<file path="src/sv/bcmp_pkg.sv">
// Package: request types, result kinds, command codes and defaults for the mailbox parser.
`timescale 1ns / 1ps
`default_nettype none
package bcmp_pkg;

    localparam int BCMP_SLOT_COUNT     = 10;
    localparam int BCMP_MESSAGE_LENGTH = 13;
    localparam int BCMP_DATE_LENGTH    = 5;

    localparam int DATE_VALUE_BYTES = 5;
    localparam int SLOT_STRIDE_SHIFT = 4;

    localparam logic [7:0] CMD_BASE     = 8'd200;
    localparam logic [7:0] CMD_PIN_LOW  = 8'hF0;
    localparam logic [7:0] CMD_PIN_HIGH = 8'hFF;
    localparam logic [7:0] CMD_TEMP     = 8'hEE;
    localparam logic [7:0] CH_COMMIT    = 8'h21;
    localparam logic [7:0] CH_DATE      = 8'h5F;
    localparam logic [7:0] CH_SPACE     = 8'h20;

    typedef enum logic [2:0] {
        KIND_MEM_WRITE = 3'd0,
        KIND_REJECT    = 3'd1,
        KIND_PIN       = 3'd2,
        KIND_TEMP      = 3'd3,
        KIND_DATE      = 3'd4
    } t_kind;

    typedef struct packed {
        logic       mode;
        logic [7:0] rx_byte;
        logic [3:0] slot_index;
    } t_in;

    typedef struct packed {
        t_kind       kind;
        logic [7:0]  mem_address;
        logic [7:0]  mem_data;
        logic        pin_level;
        logic [39:0] date_value;
        logic        last;
    } t_out;

    typedef struct packed {
        logic       step;
        logic       mark;
        logic       free;
        logic [3:0] free_idx;
    } t_slot_cmd;

    typedef struct packed {
        logic cur_used;
    } t_slot_sts;

    typedef struct packed {
        logic       wr;
        logic       clear;
        logic [7:0] data;
    } t_msg_cmd;

endpackage
`default_nettype wire

</file>
<file path="src/sv/byte_command_mailbox_parser.sv">
// Byte command and mailbox parser: sequencer, date capture and result register.
// A pin or temperature command or the last date byte gives its result in the output register in
// the cycle after accept. A commit ('!') checks one slot per cycle through the pointer unit;
// then MESSAGE_LENGTH write results, one per cycle while output is free; if full, one reject.
// Throughput: 1 request per cycle while output is free; a commit holds stall for its whole run.
// Reset (synchronous, active low): pointer 0, all slots free, buffer reads as spaces, capture off.
`timescale 1ns / 1ps
`default_nettype none
module byte_command_mailbox_parser import bcmp_pkg::*; #(
    parameter int SLOT_COUNT     = BCMP_SLOT_COUNT,
    parameter int MESSAGE_LENGTH = BCMP_MESSAGE_LENGTH,
    parameter int DATE_LENGTH    = BCMP_DATE_LENGTH
) (
    input  logic i_clk,
    input  logic i_rst_n,
    input  logic i_valid,
    output logic o_stall,
    input  t_in  i_data,
    output logic o_valid,
    input  logic i_stall,
    output t_out o_data
);

    localparam int PW  = (SLOT_COUNT > 1) ? $clog2(SLOT_COUNT) : 1;
    localparam int CW  = $clog2(SLOT_COUNT + 1);
    localparam int MIW = (MESSAGE_LENGTH > 1) ? $clog2(MESSAGE_LENGTH) : 1;
    localparam int DIW = (DATE_LENGTH > 1) ? $clog2(DATE_LENGTH) : 1;
    localparam int DOB = (DATE_LENGTH < DATE_VALUE_BYTES) ? DATE_LENGTH : DATE_VALUE_BYTES;

    typedef enum logic [3:0] {
        S_IDLE   = 4'b0001,
        S_SEARCH = 4'b0010,
        S_WRITE  = 4'b0100,
        S_REJECT = 4'b1000
    } t_state;

    t_state         r_state, n_state;
    logic [CW-1:0]  r_chk, n_chk;
    logic [MIW-1:0] r_cnt, n_cnt;
    logic           r_out_valid, n_out_valid;
    t_out           r_out, n_out;
    logic [7:0]     r_date [DATE_LENGTH];
    logic [7:0]     n_date [DATE_LENGTH];
    logic [DIW-1:0] r_dfill, n_dfill;
    logic           r_armed, n_armed;

    t_slot_cmd      w_slot_cmd;
    t_slot_sts      w_slot_sts;
    logic [PW-1:0]  w_ptr;
    t_msg_cmd       w_msg_cmd;
    logic [7:0]     w_msg_data;
    logic [7:0]     w_base;
    logic [39:0]    w_date_val;
    logic           w_acc;
    logic           w_out_free;
    logic [7:0]     w_b;

    bcmp_slot_search #(
        .SLOT_COUNT(SLOT_COUNT)
    ) u_slot (
        .i_clk  (i_clk),
        .i_rst_n(i_rst_n),
        .i_cmd  (w_slot_cmd),
        .o_sts  (w_slot_sts),
        .o_ptr  (w_ptr)
    );

    bcmp_msg_buf #(
        .MESSAGE_LENGTH(MESSAGE_LENGTH)
    ) u_msg (
        .i_clk    (i_clk),
        .i_rst_n  (i_rst_n),
        .i_cmd    (w_msg_cmd),
        .i_rd_idx (r_cnt),
        .o_rd_data(w_msg_data)
    );

    assign w_b        = i_data.rx_byte;
    assign w_out_free = !r_out_valid || !i_stall;
    assign o_stall    = (r_state != S_IDLE) || !w_out_free;
    assign w_acc      = i_valid && !o_stall;
    assign w_base     = (8'(w_ptr) + 8'd1) << SLOT_STRIDE_SHIFT;

    always_comb begin
        w_date_val = '0;
        for (int i = 0; i < DOB; i++) begin
            w_date_val[8*i +: 8] = (DIW'(i) == r_dfill) ? w_b : r_date[i];
        end
    end

    always_comb begin
        n_state     = r_state;
        n_chk       = r_chk;
        n_cnt       = r_cnt;
        n_out_valid = r_out_valid && i_stall;
        n_out       = r_out;
        n_date      = r_date;
        n_dfill     = r_dfill;
        n_armed     = r_armed;
        w_slot_cmd  = '0;
        w_msg_cmd   = '0;
        w_msg_cmd.data = w_b;
        case (r_state)
            S_IDLE: begin
                if (w_acc) begin
                    if (i_data.mode) begin
                        w_slot_cmd.free     = 1'b1;
                        w_slot_cmd.free_idx = i_data.slot_index;
                    end else if (w_b >= CMD_BASE) begin
                        case (w_b)
                            CMD_PIN_LOW: begin
                                n_out_valid = 1'b1;
                                n_out       = '0;
                                n_out.kind  = KIND_PIN;
                                n_out.last  = 1'b1;
                            end
                            CMD_PIN_HIGH: begin
                                n_out_valid     = 1'b1;
                                n_out           = '0;
                                n_out.kind      = KIND_PIN;
                                n_out.pin_level = 1'b1;
                                n_out.last      = 1'b1;
                            end
                            CMD_TEMP: begin
                                n_out_valid = 1'b1;
                                n_out       = '0;
                                n_out.kind  = KIND_TEMP;
                                n_out.last  = 1'b1;
                            end
                            default: begin
                            end
                        endcase
                    end else if (w_b == CH_COMMIT) begin
                        n_state = S_SEARCH;
                        n_chk   = '0;
                    end else if (w_b == CH_DATE) begin
                        n_armed = 1'b1;
                    end else if (r_armed) begin
                        n_date[r_dfill] = w_b;
                        if (r_dfill == DIW'(DATE_LENGTH - 1)) begin
                            n_dfill          = '0;
                            n_armed          = 1'b0;
                            n_out_valid      = 1'b1;
                            n_out            = '0;
                            n_out.kind       = KIND_DATE;
                            n_out.date_value = w_date_val;
                            n_out.last       = 1'b1;
                        end else begin
                            n_dfill = r_dfill + 1'b1;
                        end
                    end else begin
                        w_msg_cmd.wr = 1'b1;
                    end
                end
            end
            S_SEARCH: begin
                if (!w_slot_sts.cur_used) begin
                    n_state = S_WRITE;
                    n_cnt   = '0;
                end else begin
                    w_slot_cmd.step = 1'b1;
                    if (r_chk == CW'(SLOT_COUNT)) begin
                        n_state = S_REJECT;
                    end else begin
                        n_chk = r_chk + 1'b1;
                    end
                end
            end
            S_WRITE: begin
                if (w_out_free) begin
                    n_out_valid       = 1'b1;
                    n_out             = '0;
                    n_out.kind        = KIND_MEM_WRITE;
                    n_out.mem_address = w_base + 8'(r_cnt);
                    n_out.mem_data    = w_msg_data;
                    if (r_cnt == MIW'(MESSAGE_LENGTH - 1)) begin
                        n_out.last       = 1'b1;
                        w_slot_cmd.mark  = 1'b1;
                        w_msg_cmd.clear  = 1'b1;
                        n_state          = S_IDLE;
                    end else begin
                        n_cnt = r_cnt + 1'b1;
                    end
                end
            end
            S_REJECT: begin
                if (w_out_free) begin
                    n_out_valid     = 1'b1;
                    n_out           = '0;
                    n_out.kind      = KIND_REJECT;
                    n_out.last      = 1'b1;
                    w_msg_cmd.clear = 1'b1;
                    n_state         = S_IDLE;
                end
            end
            default: begin
                n_state = S_IDLE;
            end
        endcase
    end

    always_ff @(posedge i_clk) begin
        if (!i_rst_n) begin
            r_state     <= S_IDLE;
            r_chk       <= '0;
            r_cnt       <= '0;
            r_out_valid <= 1'b0;
            r_dfill     <= '0;
            r_armed     <= 1'b0;
        end else begin
            r_state     <= n_state;
            r_chk       <= n_chk;
            r_cnt       <= n_cnt;
            r_out_valid <= n_out_valid;
            r_dfill     <= n_dfill;
            r_armed     <= n_armed;
        end
    end

    always_ff @(posedge i_clk) begin
        r_out  <= n_out;
        r_date <= n_date;
    end

    assign o_valid = r_out_valid;
    assign o_data  = r_out;

    a_accept_idle: assert property (@(posedge i_clk) disable iff (!i_rst_n)
        w_acc |-> (r_state == S_IDLE))
        else $error("request accepted while sequencer busy");

    a_reject_full: assert property (@(posedge i_clk) disable iff (!i_rst_n)
        (r_state == S_SEARCH && n_state == S_REJECT) |-> (r_chk == CW'(SLOT_COUNT)))
        else $error("reject before all slot checks were made");

    a_write_free: assert property (@(posedge i_clk) disable iff (!i_rst_n)
        (r_state == S_WRITE) |-> !w_slot_sts.cur_used)
        else $error("message burst targets a used slot");

    a_search_entry: assert property (@(posedge i_clk) disable iff (!i_rst_n)
        (r_state == S_IDLE && n_state == S_SEARCH) |=> (r_chk == '0))
        else $error("slot search started with stale check count");

endmodule
`default_nettype wire

</file>
<file path="src/sv/bcmp_slot_search.sv">
// Mailbox slot occupancy flags and slot pointer with a shared wrap-increment unit.
`timescale 1ns / 1ps
`default_nettype none
module bcmp_slot_search import bcmp_pkg::*; #(
    parameter int SLOT_COUNT = BCMP_SLOT_COUNT,
    localparam int PW = (SLOT_COUNT > 1) ? $clog2(SLOT_COUNT) : 1
) (
    input  logic                  i_clk,
    input  logic                  i_rst_n,
    input  t_slot_cmd             i_cmd,
    output t_slot_sts             o_sts,
    output logic [PW-1:0]         o_ptr
);

    logic [SLOT_COUNT-1:0] r_used, n_used;
    logic [PW-1:0]         r_ptr, n_ptr;
    logic [PW-1:0]         w_ptr_inc;

    assign w_ptr_inc = (r_ptr == PW'(SLOT_COUNT - 1)) ? '0 : r_ptr + 1'b1;

    always_comb begin
        n_used = r_used;
        n_ptr  = r_ptr;
        if (i_cmd.step) begin
            n_ptr = w_ptr_inc;
        end
        if (i_cmd.mark) begin
            n_used[r_ptr] = 1'b1;
            n_ptr         = w_ptr_inc;
        end
        if (i_cmd.free && ({28'd0, i_cmd.free_idx} < SLOT_COUNT)) begin
            n_used[i_cmd.free_idx[PW-1:0]] = 1'b0;
        end
    end

    always_ff @(posedge i_clk) begin
        if (!i_rst_n) begin
            r_used <= '0;
            r_ptr  <= '0;
        end else begin
            r_used <= n_used;
            r_ptr  <= n_ptr;
        end
    end

    assign o_sts.cur_used = r_used[r_ptr];
    assign o_ptr          = r_ptr;

endmodule
`default_nettype wire

</file>
<file path="src/sv/bcmp_msg_buf.sv">
// Message buffer with per-byte valid flags; unwritten bytes read as spaces.
`timescale 1ns / 1ps
`default_nettype none
module bcmp_msg_buf import bcmp_pkg::*; #(
    parameter int MESSAGE_LENGTH = BCMP_MESSAGE_LENGTH,
    localparam int MIW = (MESSAGE_LENGTH > 1) ? $clog2(MESSAGE_LENGTH) : 1
) (
    input  logic           i_clk,
    input  logic           i_rst_n,
    input  t_msg_cmd       i_cmd,
    input  logic [MIW-1:0] i_rd_idx,
    output logic [7:0]     o_rd_data
);

    logic [7:0]              r_byte [MESSAGE_LENGTH];
    logic [MESSAGE_LENGTH-1:0] r_vld, n_vld;
    logic [MIW-1:0]          r_fill, n_fill;

    always_comb begin
        n_vld  = r_vld;
        n_fill = r_fill;
        if (i_cmd.wr) begin
            n_vld[r_fill] = 1'b1;
            n_fill = (r_fill == MIW'(MESSAGE_LENGTH - 1)) ? '0 : r_fill + 1'b1;
        end
        if (i_cmd.clear) begin
            n_vld  = '0;
            n_fill = '0;
        end
    end

    always_ff @(posedge i_clk) begin
        if (!i_rst_n) begin
            r_vld  <= '0;
            r_fill <= '0;
        end else begin
            r_vld  <= n_vld;
            r_fill <= n_fill;
        end
    end

    always_ff @(posedge i_clk) begin
        if (i_cmd.wr) begin
            r_byte[r_fill] <= i_cmd.data;
        end
    end

    assign o_rd_data = r_vld[i_rd_idx] ? r_byte[i_rd_idx] : CH_SPACE;

endmodule
`default_nettype wire

</file>
<file path="config.mk">
export PLATFORM = sky130hd
export DESIGN_NAME = byte_command_mailbox_parser
export DESIGN_NICKNAME = d
export VERILOG_FILES = /design/src/sv/bcmp_pkg.sv /design/src/sv/byte_command_mailbox_parser.sv /design/src/sv/bcmp_slot_search.sv /design/src/sv/bcmp_msg_buf.sv
export SDC_FILE = /design/constraint.sdc
export NUM_CORES = 1
export LEC_CHECK = 0
export ABC_AREA = 1
export BUFFER_PORTS_ARGS = -buffer_cell sky130_fd_sc_hd__clkbuf_2
export CAP_MARGIN = 20
export CORE_MARGIN = 2
export CORE_UTILIZATION = 35
export CTS_CLUSTER_SIZE = 30
export DETAILED_ROUTE_END_ITERATION = 10
export GPL_TIMING_DRIVEN = 0
export PLACE_DENSITY_LB_ADDON = 0.15
export SYNTH_ARGS = -nofsm -noshare
export SYNTH_HDL_FRONTEND = slang
export SYNTH_SLANG_ARGS = --single-unit
export TNS_END_PERCENT = 20
</file>
<file path="constraint.sdc">
create_clock -name i_clk -period 6.2 [get_ports i_clk]
set_input_delay 0 -clock i_clk [delete_from_list [all_inputs] [get_ports i_clk]]
set_output_delay 0 -clock i_clk [all_outputs]
set_load 0.05 [all_outputs]
</file>
Word-level counts from Yosys, hierarchy flattened
Memory sizes are Yosys's and may differ from the RTL's. A register that Yosys moved wholly into a read port is not among the register bits.
Index checks and enable logic that the tools add are counted.
- flip-flop bits (word level): 149
- memory bits (writable): 104
- input bits: 17
- word-level logic and storage cells: 205
- memories kept: 1
- add/sub/neg operators: 7
- $lt $le $gt $ge: 11
- eq/ne operators: 36
- multiplexer cells: 92
- bitwise operators: 10
- reduce and logical (&&, ||, !) cells: 27
- memories (name ; words ; bits a word ; read ports ; clocked after Yosys merged registers in ; write ports ; RTL line ; text):
    u_msg.r_byte ; 13 ; 8 ; 1 ; 1 ; 1 ; bcmp_msg_buf.sv:15 ; logic [7:0] r_byte [MESSAGE_LENGTH];
- operators with widths (kind ; number):
    61-bit two-way mux ; 9
    61-bit case mux with 3 select lines ; 2
    4-bit two-way mux ; 24
    8-bit two-way mux ; 7
    40-bit bitwise mux ; 1
    1-bit two-way mux ; 32
    8-bit demux with 3-bit select ; 1
    8-bit == test, second input constant ; 3
    2-bit != test, second input constant ; 11
    4-bit by 1-bit adder with 4-bit output, second input constant ; 5
    4-bit == test, second input constant ; 5
    4-bit by 5-bit < comparator with 1-bit output, second input constant ; 4
    10-bit two-way mux ; 2
    4-bit case mux with 2 select lines ; 2
    4-bit case mux with 4 select lines ; 1
    5-bit two-way mux ; 3
    3-bit != test, second input constant ; 5
    7-bit AND reduction ; 2
    13-bit bitwise OR ; 1
    1-bit demux with 4-bit select ; 3
    4-bit by 1-bit greater-or-equal comparator with 1-bit output, second input constant ; 3
    10-bit AND ; 1
    10-bit NOT ; 1
    10-bit bitwise OR ; 1
    other kinds (34) ; 54

Longest topological paths before layout
Gate-level depths: netlist of the first run.
- word-level depth: 15
- mapped depth: 14
- gate-level depth less buffers: 13

By module
Synthesis of the first run repeated with hierarchy kept, for this count alone.
- cells, all modules: 1218
- area, all modules: 11452.2 um^2
- by module, submodules not included (module ; times used ; cells each ; area an instance (um^2) ; seq. area each (um^2)):
    byte_command_mailbox_parser ; 1 ; 533 ; 5368.9 ; 3373.2
    bcmp_msg_buf ; 1 ; 547 ; 5265.0 ; 3463.3
    bcmp_slot_search ; 1 ; 138 ; 818.3 ; 280.3

Worst setup path after synthesis of the first run
OpenSTA, ideal clock, no wires.
- path kind: register to register
- from: reg r_dfill[0]
- to: reg r_out (netlist bit o_data[0]), enable pin
- setup time: 480 ps
- arrival: 3957 ps
- data required time: 5720 ps
- setup slack: 1763 ps
- stages on the path, launching flop included: 10
- clock period less this slack: 4437 ps
- cell sequence: dfxtp_1 -> inv_1 -> ha_1 -> buf_2 -> nand2_1 -> clkinv_1 -> nand2_1 -> o21ai_0 -> nand3_1 -> nor2_1
- word-level cells in the longest chain between the ends: 3
- ends and longest elaborated chain (element ; RTL line ; text):
    start: declaration ; byte_command_mailbox_parser.sv:44 ; logic [DIW-1:0] r_dfill, n_dfill;
    start signal: assignment ; byte_command_mailbox_parser.sv:215 ; r_dfill <= n_dfill;
    3-bit == test ; byte_command_mailbox_parser.sv:140 ; if (r_dfill == DIW'(DATE_LENGTH - 1)) begin
    3-bit != test (no line) ; -- ;
    10-bit AND reduction (no line) ; -- ;
    end signal: assignment ; byte_command_mailbox_parser.sv:221 ; r_out <= n_out;
    end: declaration ; byte_command_mailbox_parser.sv:41 ; t_out r_out, n_out;
Every way passes these cells.
A chain may end at the register's enable or synchronous reset.

Worst setup path after layout of the first run
- from: reg r_dfill[0]
- to: reg r_out (netlist bit o_data[42]), enable pin
Same word-level chain as after synthesis.

==> results.md, run 1 <==
* Status: finished, final reports clean
* Clk Latency, worst-skew pair at 550 ps
* Worst Path Buf+Inv at 4
* Post-synth EDFFs at ~210
* Worst setup SP type: flop
* Leakage power at 4.774 nW
* Layout cells sized above 1 at 0.1603
* # setup viols final at 0
* Initial antenna violation count at 0
* HP Class: primary input to flop
* Crit Path Class: flop to flop
* Comb power frac at 0.034
* Critical path peak fanout at 35
* Maxcap violations at 0
* Clock share of power at 0.456
* Max Root-Sink Buffers at 3
* I/O pin count at 80
* Crit path time final at between 3000 and 4000 ps
* Setup bufs post-CTS at 0
* Synth area leaders: edfxtp_1, dfxtp_1, nand2_1
* Crit. End Element: flop
* Final wirelength at approximately 28000 um
* Vias in the first global route at about 7800
* Gp weighted congestion at roughly 0.79
* CP max stage cell: nor2_4
* Mapped cell area at 11080 um^2
* CP max stage delay at ~680 ps
* Ant. Diodes at 0
* Worst EP arrival at between 3000 and 4000 ps
* Hold buffer count at CTS at 12
* CTS Root Cell: clkbuf_16
* Htree depth at 1
* Pint at between 2 and 3 mW
* Async S/R FF share, synth at 0
* Flip-flop and latch area at roughly 7200 um^2
* Initial Utilization at 0.3529
* IO buf count at just under 80
* # DRC at 0
* Post-cts repair resize count at 0
* Worst path required time at around 6400 ps
* Synth Flop Type: edfxtp_1
* Register area share after synthesis at 0.6496
* First-pass GRT wire length at roughly 44000 um
* Largest area contributor in the netlist: edfxtp_1
* Syn nets at between 1000 and 1500
* Routed WL per cell at 17.40 um
* Peak VDD IR at just over 0.0002 V
* Layout Skew at approximately 22 ps
* Synth unique cells at 36
* Post-DP HPWL at roughly 19000 um
* RSZ-0062 raised after global routing: no
* Post-route setup TNS at 0 ps
* Largest net degree at the start of global routing at 36
* Switching share of power at 0.2129
* CTS buffer count at 29
* Synth top area share at 0.5557
* Chip width at between 150 and 200 um
* Via density at between 4 and 5
* CTS tree: yes
* Cell family with most CP delay: simple AND/OR/NAND/NOR gates
* Nets at ~1200
* Headroom to the max-slew limit at 0.3537
* Switch Pwr at roughly 0.78 mW
* Sequential power share at 0.510
* Final Cycle Share at 0.5058
* Drt initial violations at between 600 and 700
* Clock slew at reported path FFs at 60 ps
* Via count at slightly below 8000
* Area of the multi-input gates at 3358 um^2
* Layout fillers at 3107
* Die Y at 181.9 um
* Worst-margin pin slew at 965.8 ps
* Sink Count at 257
* Gate Count Post-Synth at roughly 1000
* CP Cell Sequence: inv_1 > ha_1 > buf_2 > nand2_1 > clkinv_1 > nand2_1 > o21ai_0 > nand3_1 > nor2_4 > buf_12
* Fmax at roughly 320 MHz
* Synthesis Warnings at 0
* Antenna-violating nets left at 0
* Post-Route Hold Slack at 10.82 ps
* Pins over their slew limit at 0
* Core Box Area at 31390 um^2
* Final hold vios at 0
* Total track usage at 0.1708
* PwrDens at ~280 nW/um^2
* GRT Residual Overflow at 0
* Pre-antenna DRT Iters at 5
* Synth Area per Inst at roughly 11 um^2
* Synth Register Bits at 257
* Num rows at between 60 and 70
* Layout area overhead at 18.22%
* CP dominant cell by count: nand2_1
* Die ar. at between 30000 and 40000 um^2
area by class of cell:
type | count | area share
Inverter | 86 | 0.02522
Tap cell | 402 | 0.03841
Sequential cell | 257 | 0.5495
Buffer | 44 | 0.01605
Clock buffer | 35 | 0.06028
Clock inverter | 18 | 0.01146
Timing Repair Buffer | 96 | 0.04261
Multi-Input combinational cell | 662 | 0.2564
logic make-up (layout without fill, tap and decap cells):
logic type	Yosys count	after routing	share of synthesized area
adder cells (fa/ha/maj)	17	17	0.01920
buffers and inverters	130	279	0.04879
XOR/XNOR	7	7	0.005534
flip-flops	257	257	0.6496
AO/OA/AOI/OAI	218	218	0.1114
AND/OR/NAND/NOR	420	420	0.1655
worst paths after layout:
kind / from / to / slack (ps) / cells after the start
worst max-delay path: r_dfill[0] / o_data[42] / 3060 / 10
worst min-delay path: i_data[7] / r_date[3] / 10 / 1
worst max register to register: r_dfill[0] / o_data[42] / 3060 / 10
worst min register to register: u_msg.r_vld[12] / u_msg.r_vld[12] / 470 / 2
power by group through the flow:
stage | combinational (mW) | sequential (mW) | clock (mW)
5_1_grt | 0.140 | 1.87 | 1.78
3_5_place_dp | 0.122 | 1.90 | 0
3_3_place_gp | 0.121 | 1.91 | 0
4_1_cts | 0.128 | 1.87 | 1.71
6_report | 0.126 | 1.87 | 1.67
2_1_floorplan | 0.0614 | 1.91 | 0
worst reg2reg max path: cells and delay by family (launching register included):
kind                     cells  cell delay (ps)
buffers and inverters        4              920
flip-flops                   1              350
AND/OR/NAND/NOR              4             1200
AO/OA/AOI/OAI                1              160
adder cells (fa/ha/maj)      1              150
per-layer routing:
layer,part of all wire,vias to the layer above,track usage,routed length (um)
li1,-,3895,-,-
met1,0.48,3791,0.2431,13460
met2,0.46,184,0.2795,12670
met3,0.042,34,0.02226,1178
met4,0.019,0,0.03839,538
met5,0,-,0,0
sequential cells by signal, indices dropped and copies added, names as in the netlist, 4 cells and up, named ones only:
register,count
r_cnt,4
u_slot.r_used,10
u_msg.r_vld,13
r_chk,4
u_msg.r_byte,104
u_msg.r_fill,4
r_date,40
o_data,61
u_slot.o_ptr,4
r_state,4
placed cells by master, fill, tap and decap left out, types with 52 or more instances in the layout:
cell,synthesis,routed
nor2_1,136,135
nand2_1,180,180
nand3_1,62,62
a21oi_1,80,80
dfxtp_1,52,52
edfxtp_1,205,205
o21ai_0,86,86
clkbuf_2,0,79
inv_1,76,76
through the flow:
step | util | instance area (um^2) | power [mW] | setup slack [ps] | instances
final | 0.4172 | 13100 | 3.665 | 3064 | 1600
after global routing | 0.4172 | 13100 | 3.787 | 2779 | 1600
after CTS | 0.4170 | 13090 | 3.709 | 3035 | 1599
after detailed placement | 0.3833 | 12030 | 2.027 | 3058 | 1534
after global placement | 0.3815 | 11980 | 2.027 | 165.4 | 1530
after floorplan | - | 11080 | 1.973 | 1763 | 1049
cell usage after synthesis, types with 4 or more instances:
cell and number:
a21oi_1 80, clkbuf_1 27, xor2_1 5, o211ai_1 19
nand4_1 4, edfxtp_1 205, nand3_1 62, nor2_1 136
dfxtp_1 52, ha_1 17, o21ai_0 86, a21oi_2 10
nand2_2 13, nand2_1 180, nor3_1 11, o22ai_1 9
buf_2 11, o221ai_1 11, inv_1 76, inv_2 5
No activity file was read; power rests on OpenSTA's default activity.
==> inputs of run 2 (changes only) <==
==> constraint.sdc (replaced) <==
create_clock -name i_clk -period 3.1 [get_ports i_clk]
set_input_delay 0 -clock i_clk [delete_from_list [all_inputs] [get_ports i_clk]]
set_output_delay 0 -clock i_clk [all_outputs]
set_load 0.05 [all_outputs]
==> run 2 against run 1 <==
  * The run now ends with negative hold slack left
  * Utilization is 0.35 points higher
  * Register-to-register slack worse by 2800 ps
  * Design area is 0.83% higher
  * First-iteration DRC count is 8.2% lower
  * Sequential share of layout area is 0.45 points lower
  * Die area stayed put
  * Non-clock buffer count is 7 higher
  * Worst hold slack worse by 11 ps
  * Wire length is 0.18% higher
  * Via count is 0.57% higher
  * Largest cell class unchanged
==> results.md, run 2 (synthesis results as in run 1) <==
* Switch Pwr at 1.563 mW (+100%)
* Total track usage at 0.1701 (-0.0007404)
* CP max stage cell: dfxtp_1
* CP Cell Sequence: inv_1 > ha_1 > buf_2 > nand2_1 > clkinv_1 > nand2_1 > o21ai_0 > nand3_1 > nor2_4 > buf_12 > buf_12
* Clk Latency, worst-skew pair at 550 ps (about the same)
* Crit Path Class: flop to flop
* Critical path peak fanout at 35 (unchanged)
* Status: complete, but fails checks
* Reg2Reg Setup Slack at 270 ps (-2800 ps)
* Ant. Diodes at 0 (unchanged)
* CTS Root Cell: clkbuf_16
* Layout Skew at 15.68 ps (-6.807 ps)
* Worst r2r path cells at 11 (+1)
* PnR worst setup slack at 266.6 ps (-2797 ps)
* Switching share of power at 0.2090 (-0.003904)
* Layout area overhead at 19.20%
* Setup WS pre-CTS at -54.17 ps (-3112 ps)
* Pre-antenna DRT Iters at 5 (unchanged)
* Worst setup path end: o_data[28]
* CP max stage delay at 410 ps (-270 ps)
* Pint at 5.913 mW (+110%)
* Maxcap violations at 0 (unchanged)
* CTS tree: yes
* Final wirelength at 27900 um (+0.18%)
* Max Root-Sink Buffers at 3 (unchanged)
* Sequential power share at 0.500 (-0.010)
* GRT Residual Overflow at 0 (unchanged)
* Final hold vios at 1 (+1)
* Via count at 7949 (+0.57%)
* Vias in the first global route at 7746 (-0.12%)
* Clock slew at reported path FFs at 60 ps (about the same)
* Leakage power at 4.847 nW (+1.5%)
* Fmax at 352.9 MHz (+11%)
* Worst path required time at 3400 ps (-3040 ps)
* Critical Path Start: r_dfill[0]
* PwrDens at 566.1 nW/um^2 (+100%)
* Largest net degree at the start of global routing at 36 (unchanged)
* Routed WL per cell at 17.35 um (-0.32%)
* # DRC at 0 (unchanged)
* Crit. End Element: flop
* RSZ-0062 raised after global routing: no
* Top reg by flops: u_msg.r_byte
* Failing checks: negative hold slack
* Drt initial violations at 568 (-8.2%)
* Die ar. at 33090 um^2 (unchanged)
* RR Startpoint: r_dfill[0]
* Reg-to-reg endpoint: o_data[28]
* Pins over their slew limit at 0 (unchanged)
* # setup viols final at 0 (unchanged)
* Headroom to the max-slew limit at 0.3544 (+0.0006970)
* Worst EP arrival at 3130 ps (-250 ps)
* Crit path time final at 2833 ps (-302.6 ps)
* HP Class: primary input to flop
* Final Cycle Share at 0.9140 (+0.4082)
* Peak VDD IR at 0.0005131 V (+150%)
* Core Util, Final at 0.4206 (+0.003468)
* Initial Utilization at 0.3529 (unchanged)
* Htree depth at 1 (unchanged)
* Core Box Area at 31390 um^2 (unchanged)
* Via density at 4.943 (about the same)
* Post-DP HPWL at 18420 um (-0.48%)
* Worst setup SP type: flop
* Post-Route Hold Slack at -0.3215 ps (-11.14 ps)
* Initial antenna violation count at 0 (unchanged)
* CTS buffer count at 29 (unchanged)
* Sink Count at 257 (unchanged)
* First-pass GRT wire length at 43860 um (-0.50%)
* Most frequent cells in the layout: edfxtp_1, nand2_1, nor2_1
* Nets at 1218 (+0.66%)
* Comb power frac at 0.034 (about the same)
* Gp weighted congestion at 0.7994 (+1.1%)
* Antenna-violating nets left at 0 (unchanged)
* Commonest non-fill, non-tap cell in the layout: edfxtp_1
* IO buf count at 79 (unchanged)
* Worst-margin pin slew at 964.8 ps (-1.041 ps)
* Num rows at 65 (unchanged)
* Chip width at 181.9 um (unchanged)
* Layout cells sized above 1 at 0.1633 (+0.003083)
* Die Y at 181.9 um (unchanged)
* I/O pin count at 80 (unchanged)
* Max reg flops at 104 (unchanged)
* Clock share of power at 0.466 (+0.010)
==> run 2: cell count changes in the layout (fill, tap and decap cells not counted), sizes merged <==
cell / before / now
clkinvlp: 4 / 0
buf: 22 / 28
nor2: 141 / 142
clkinv: 13 / 12
clkbuf: 141 / 144
bufinv: 2 / 4
dlygate4sd3: 12 / 13
==> run 2: cell type report <==
| cell class | count | area (um^2) |
|---|---|---|
| fillers | 3066 | 18190 |
| repair buffers | 103 | 625.6 |
| well taps | 402 | 503.0 |
| flip-flops and latches | 257 | 7197 |
| clock buffers | 38 | 789.5 |
| clock inverters | 15 | 180.2 |
| inverters | 86 | 330.3 |
| multi-input cells | 663 | 3369 |
| plain buffers | 44 | 210.2 |
==> run 2: power groups by stage <==
stage / logic [mW] / clock network (mW) / registers [mW]
6_report: 0.255 / 3.48 / 3.74
5_1_grt: 0.281 / 3.68 / 3.74
4_1_cts: 0.257 / 3.56 / 3.74
3_5_place_dp: 0.245 / 0 / 3.81
3_3_place_gp: 0.244 / 0 / 3.81
2_1_floorplan: 0.124 / 0 / 3.82
==> run 2: repair_timing <==
action | CTS | global route
setup buffers | 0 | 6
hold buffers | 13 | 0
endpoints found under the hold margin | 24 | 0
cloned | 1 | 0
gates resized for setup | 0 | 1
pin swaps | 1 | 1
endpoints found under the setup margin | 35 | 48
==> run 2: layer usage <==
| metal | GRT usage | vias up | part of all wire |
|---|---|---|---|
| met5 | 0 | - | 0 |
| li1 | - | 3911 | - |
| met2 | 0.2699 | 221 | 0.44 |
| met1 | 0.2450 | 3776 | 0.48 |
| met3 | 0.02467 | 41 | 0.050 |
| met4 | 0.04452 | 0 | 0.023 |
==> run 2: stage by stage <==
step / area (um^2) / cells / hold slack, ps / setup TNS (ps) / total power, mW
finish: 13210 / 1608 / -0.3215 / 0 / 7.476
global route: 13210 / 1608 / 6.886 / 0 / 7.696
CTS: 13140 / 1602 / 0.1874 / 0 / 7.552
detailed placement: 12040 / 1535 / 338.8 / -1770 / 4.055
global placement: 11980 / 1530 / 319.5 / -32730 / 4.054
floorplan: 11090 / 1049 / 98.87 / 0 / 3.946
==> run 2: worst min path at each step <==
stage	cells past startpoint	slack, ps	endpoint	start
after floorplan	0	100	r_date[0]	i_data[4]
after detailed placement	3	340	u_slot.r_used[5]	i_data[3]
after CTS	1	0.2	u_msg.r_byte[3][6]	i_data[10]
final	1	-0.3	u_msg.r_byte[11][4]	i_data[8]
after global routing	1	7	u_msg.r_byte[8][4]	i_data[8]
after global placement	3	320	u_slot.r_used[5]	i_data[3]
==> run 2: critical path, delay by kind of cell, from the launching register on <==
kind,cells,cell delay [ps]
AO/OA/AOI/OAI,1,100
adder cells (fa/ha/maj),1,200
buffers and inverters,5,1010
flip-flops,1,410
AND/OR/NAND/NOR,4,830
==> inputs of run 3 (changes only) <==
--- a/config.mk
+++ b/config.mk
@@ -9,7 +9,7 @@
 export BUFFER_PORTS_ARGS = -buffer_cell sky130_fd_sc_hd__clkbuf_2
 export CAP_MARGIN = 20
 export CORE_MARGIN = 2
-export CORE_UTILIZATION = 35
+export CORE_UTILIZATION = 55
 export CTS_CLUSTER_SIZE = 30
 export DETAILED_ROUTE_END_ITERATION = 10
 export GPL_TIMING_DRIVEN = 0
==> run 3 against run 2 <==
  * The flow now finishes without violations
  * Clock-buffer cell count decreased by 9
  * Critical endpoint is now o_data[49]
  * Clock skew decreased by 3.7 ps
  * Non-clock buffer count decreased by 4
  * Register-to-register slack worse by 70 ps
  * Largest power group unchanged
  * Largest cell class unchanged
==> results.md, run 3 (synthesis results as in run 1) <==
* Placed inst area at 11850 um^2 (-1.5%)
* Layout cells sized above 1 at 0.1621 (-0.001278)
* RSZ-0062 raised after global routing: yes
* Core Box Area at 19590 um^2 (-38%)
* Headroom to the max-slew limit at 0.4127 (+0.05826)
* PwrDens at 573.2 nW/um^2 (+1.3%)
* Worst EP arrival at 3070 ps (-60 ps)
* Final hold vios at 0 (-1)
* Drt initial violations at 626 (+10%)
* Sink Count at 257 (unchanged)
* HP Class: primary input to flop
* Maxcap violations at 0 (unchanged)
* Worst-margin pin slew at 877.7 ps (-87.08 ps)
* Crit. End Element: flop
* # DRC at 0 (unchanged)
* Comb power frac at 0.033 (about the same)
* Critical path peak fanout at 12 (-66%)
* Ant. Diodes at 0 (unchanged)
* RR Startpoint: r_dfill[0]
* Pins over their slew limit at 0 (unchanged)
* Worst path required time at 3260 ps (-140 ps)
* Sequential power share at 0.502 (+0.002)
* Largest net degree at the start of global routing at 39 (+8.3%)
* Status: finished, final reports clean
* Setup WS pre-CTS at 4.923 ps (+59.10 ps)
* Routed WL per cell at 17.40 um (+0.29%)
* Gp weighted congestion at 0.8609 (+7.7%)
* Max Root-Sink Buffers at 3 (unchanged)
* Clk Latency, worst-skew pair at 530 ps (-20 ps)
* Die ar. at 21290 um^2 (-36%)
* IO buf count at 79 (unchanged)
* Crit path time final at 2908 ps (+74.18 ps)
* Power after layout at 7.433 mW (-0.57%)
* GRT Residual Overflow at 0 (unchanged)
* # setup viols final at 0 (unchanged)
* Fmax at 343.9 MHz (-2.6%)
* Vias in the first global route at 7570 (-2.3%)
* Via count at 8107 (+2.0%)
* PnR worst setup slack at 192.4 ps (-74.18 ps)
* Pint at 5.910 mW (about the same)
* Pre-antenna DRT Iters at 8 (+3)
* Peak VDD IR at 0.0004426 V (-14%)
* First-pass GRT wire length at 40320 um (-8.1%)
* Clock slew at reported path FFs at 60 ps (about the same)
* Via density at 5.545 (+12%)
* CTS buffer count at 26 (-10%)
* Nets at 1211 (-0.57%)
* Chip width at 145.9 um (-20%)
* Critical Path Start: r_dfill[0]
* Htree depth at 1 (unchanged)
* Worst setup SP type: flop
* Placed cell count at 1398 (-8.9%)
* Final Cycle Share at 0.9379 (+0.02393)
* Final wirelength at 25440 um (-8.8%)
* Die Y at 145.9 um (-20%)
* Layout Skew at 11.98 ps (-3.699 ps)
* Most frequent cells in the layout: edfxtp_1, nand2_1, nor2_1
* Post-Route Hold Slack at 6.986 ps (+7.308 ps)
* CTS tree: yes
* Post-cts repair resize count at 0 (unchanged)
* Antenna-violating nets left at 0 (unchanged)
* Fin area at 12970 um^2 (-1.8%)
* Switch Pwr at 1.523 mW (-2.6%)
* Crit Path Class: flop to flop
* Clock share of power at 0.464 (-0.002)
* Initial Utilization at 0.5655 (+0.2126)
* Post-route setup TNS at 0 ps (unchanged)
* Total track usage at 0.2381 (+0.06808)
* Core Util, Final at 0.6619 (+0.2413)
* Layout area overhead at 17.05%
* Leakage power at 4.816 nW (-0.62%)
* Top reg by flops: u_msg.r_byte
* Initial antenna violation count at 0 (unchanged)
* Non-Filler Instances at 1462 (-9.1%)
* Max reg flops at 104 (unchanged)
* I/O pin count at 80 (unchanged)
* Min-delay src: i_data[8]
* CTS Root Cell: clkbuf_16
* Switching share of power at 0.2048 (-0.004182)
* Post-DP HPWL at 16680 um (-9.5%)
* Num rows at 51 (-22%)
* Commonest non-fill, non-tap cell in the layout: edfxtp_1
-- run 3: power groups by stage --
stage	clock [mW]	sequential [mW]	combinational [mW]
6_report	3.45	3.73	0.247
3_5_place_dp	0	3.81	0.233
2_1_floorplan	0	3.82	0.124
5_1_grt	3.62	3.73	0.270
3_3_place_gp	0	3.81	0.230
4_1_cts	3.49	3.73	0.246
-- run 3: metal layers --
| layer | up-vias | share of wire | track usage |
|---|---|---|---|
| met5 | - | 0 | 0 |
| met1 | 3812 | 0.43 | 0.3377 |
| met2 | 337 | 0.46 | 0.3842 |
| met3 | 60 | 0.078 | 0.03762 |
| li1 | 3898 | - | - |
| met4 | 0 | 0.024 | 0.06863 |
-- run 3: worst paths after layout --
| kind | end | slack, ps | depth (start not counted) |
|---|---|---|---|
| worst max-delay path | o_data[49] | 190 | 9 |
| worst min-delay path | u_msg.r_byte[9][4] | 7 | 1 |
| worst max register to register | o_data[49] | 190 | 9 |
| worst min register to register | u_msg.r_vld[9] | 470 | 2 |
-- run 3: repair_timing --
item                       CTS  global route
hold buffers                13             0
gates cloned                 1             0
hold endpoints to repair    43             0
setup endpoints to repair   26            50
setup buffers                0             0
pin swaps                    1             1
-- run 3: layout make-up --
type | count | area [um^2]
flip-flops and latches | 257 | 7197
fillers | 1533 | 6623
multi-input cells | 663 | 3354
clock buffers | 29 | 725.7
repair buffers | 99 | 578.1
well taps | 265 | 331.6
inverters | 86 | 330.3
clock inverters | 19 | 240.2
plain buffers | 44 | 210.2
-- run 3: critical path: stages, from the launching register on --
cell	delay (ps)
dfxtp_1	350
inv_1	140
ha_1	160
buf_2	200
nand2_1	250
clkinv_1	260
nand2_1	130
o21ai_0	160
nand3_1	210
nor2_2	660
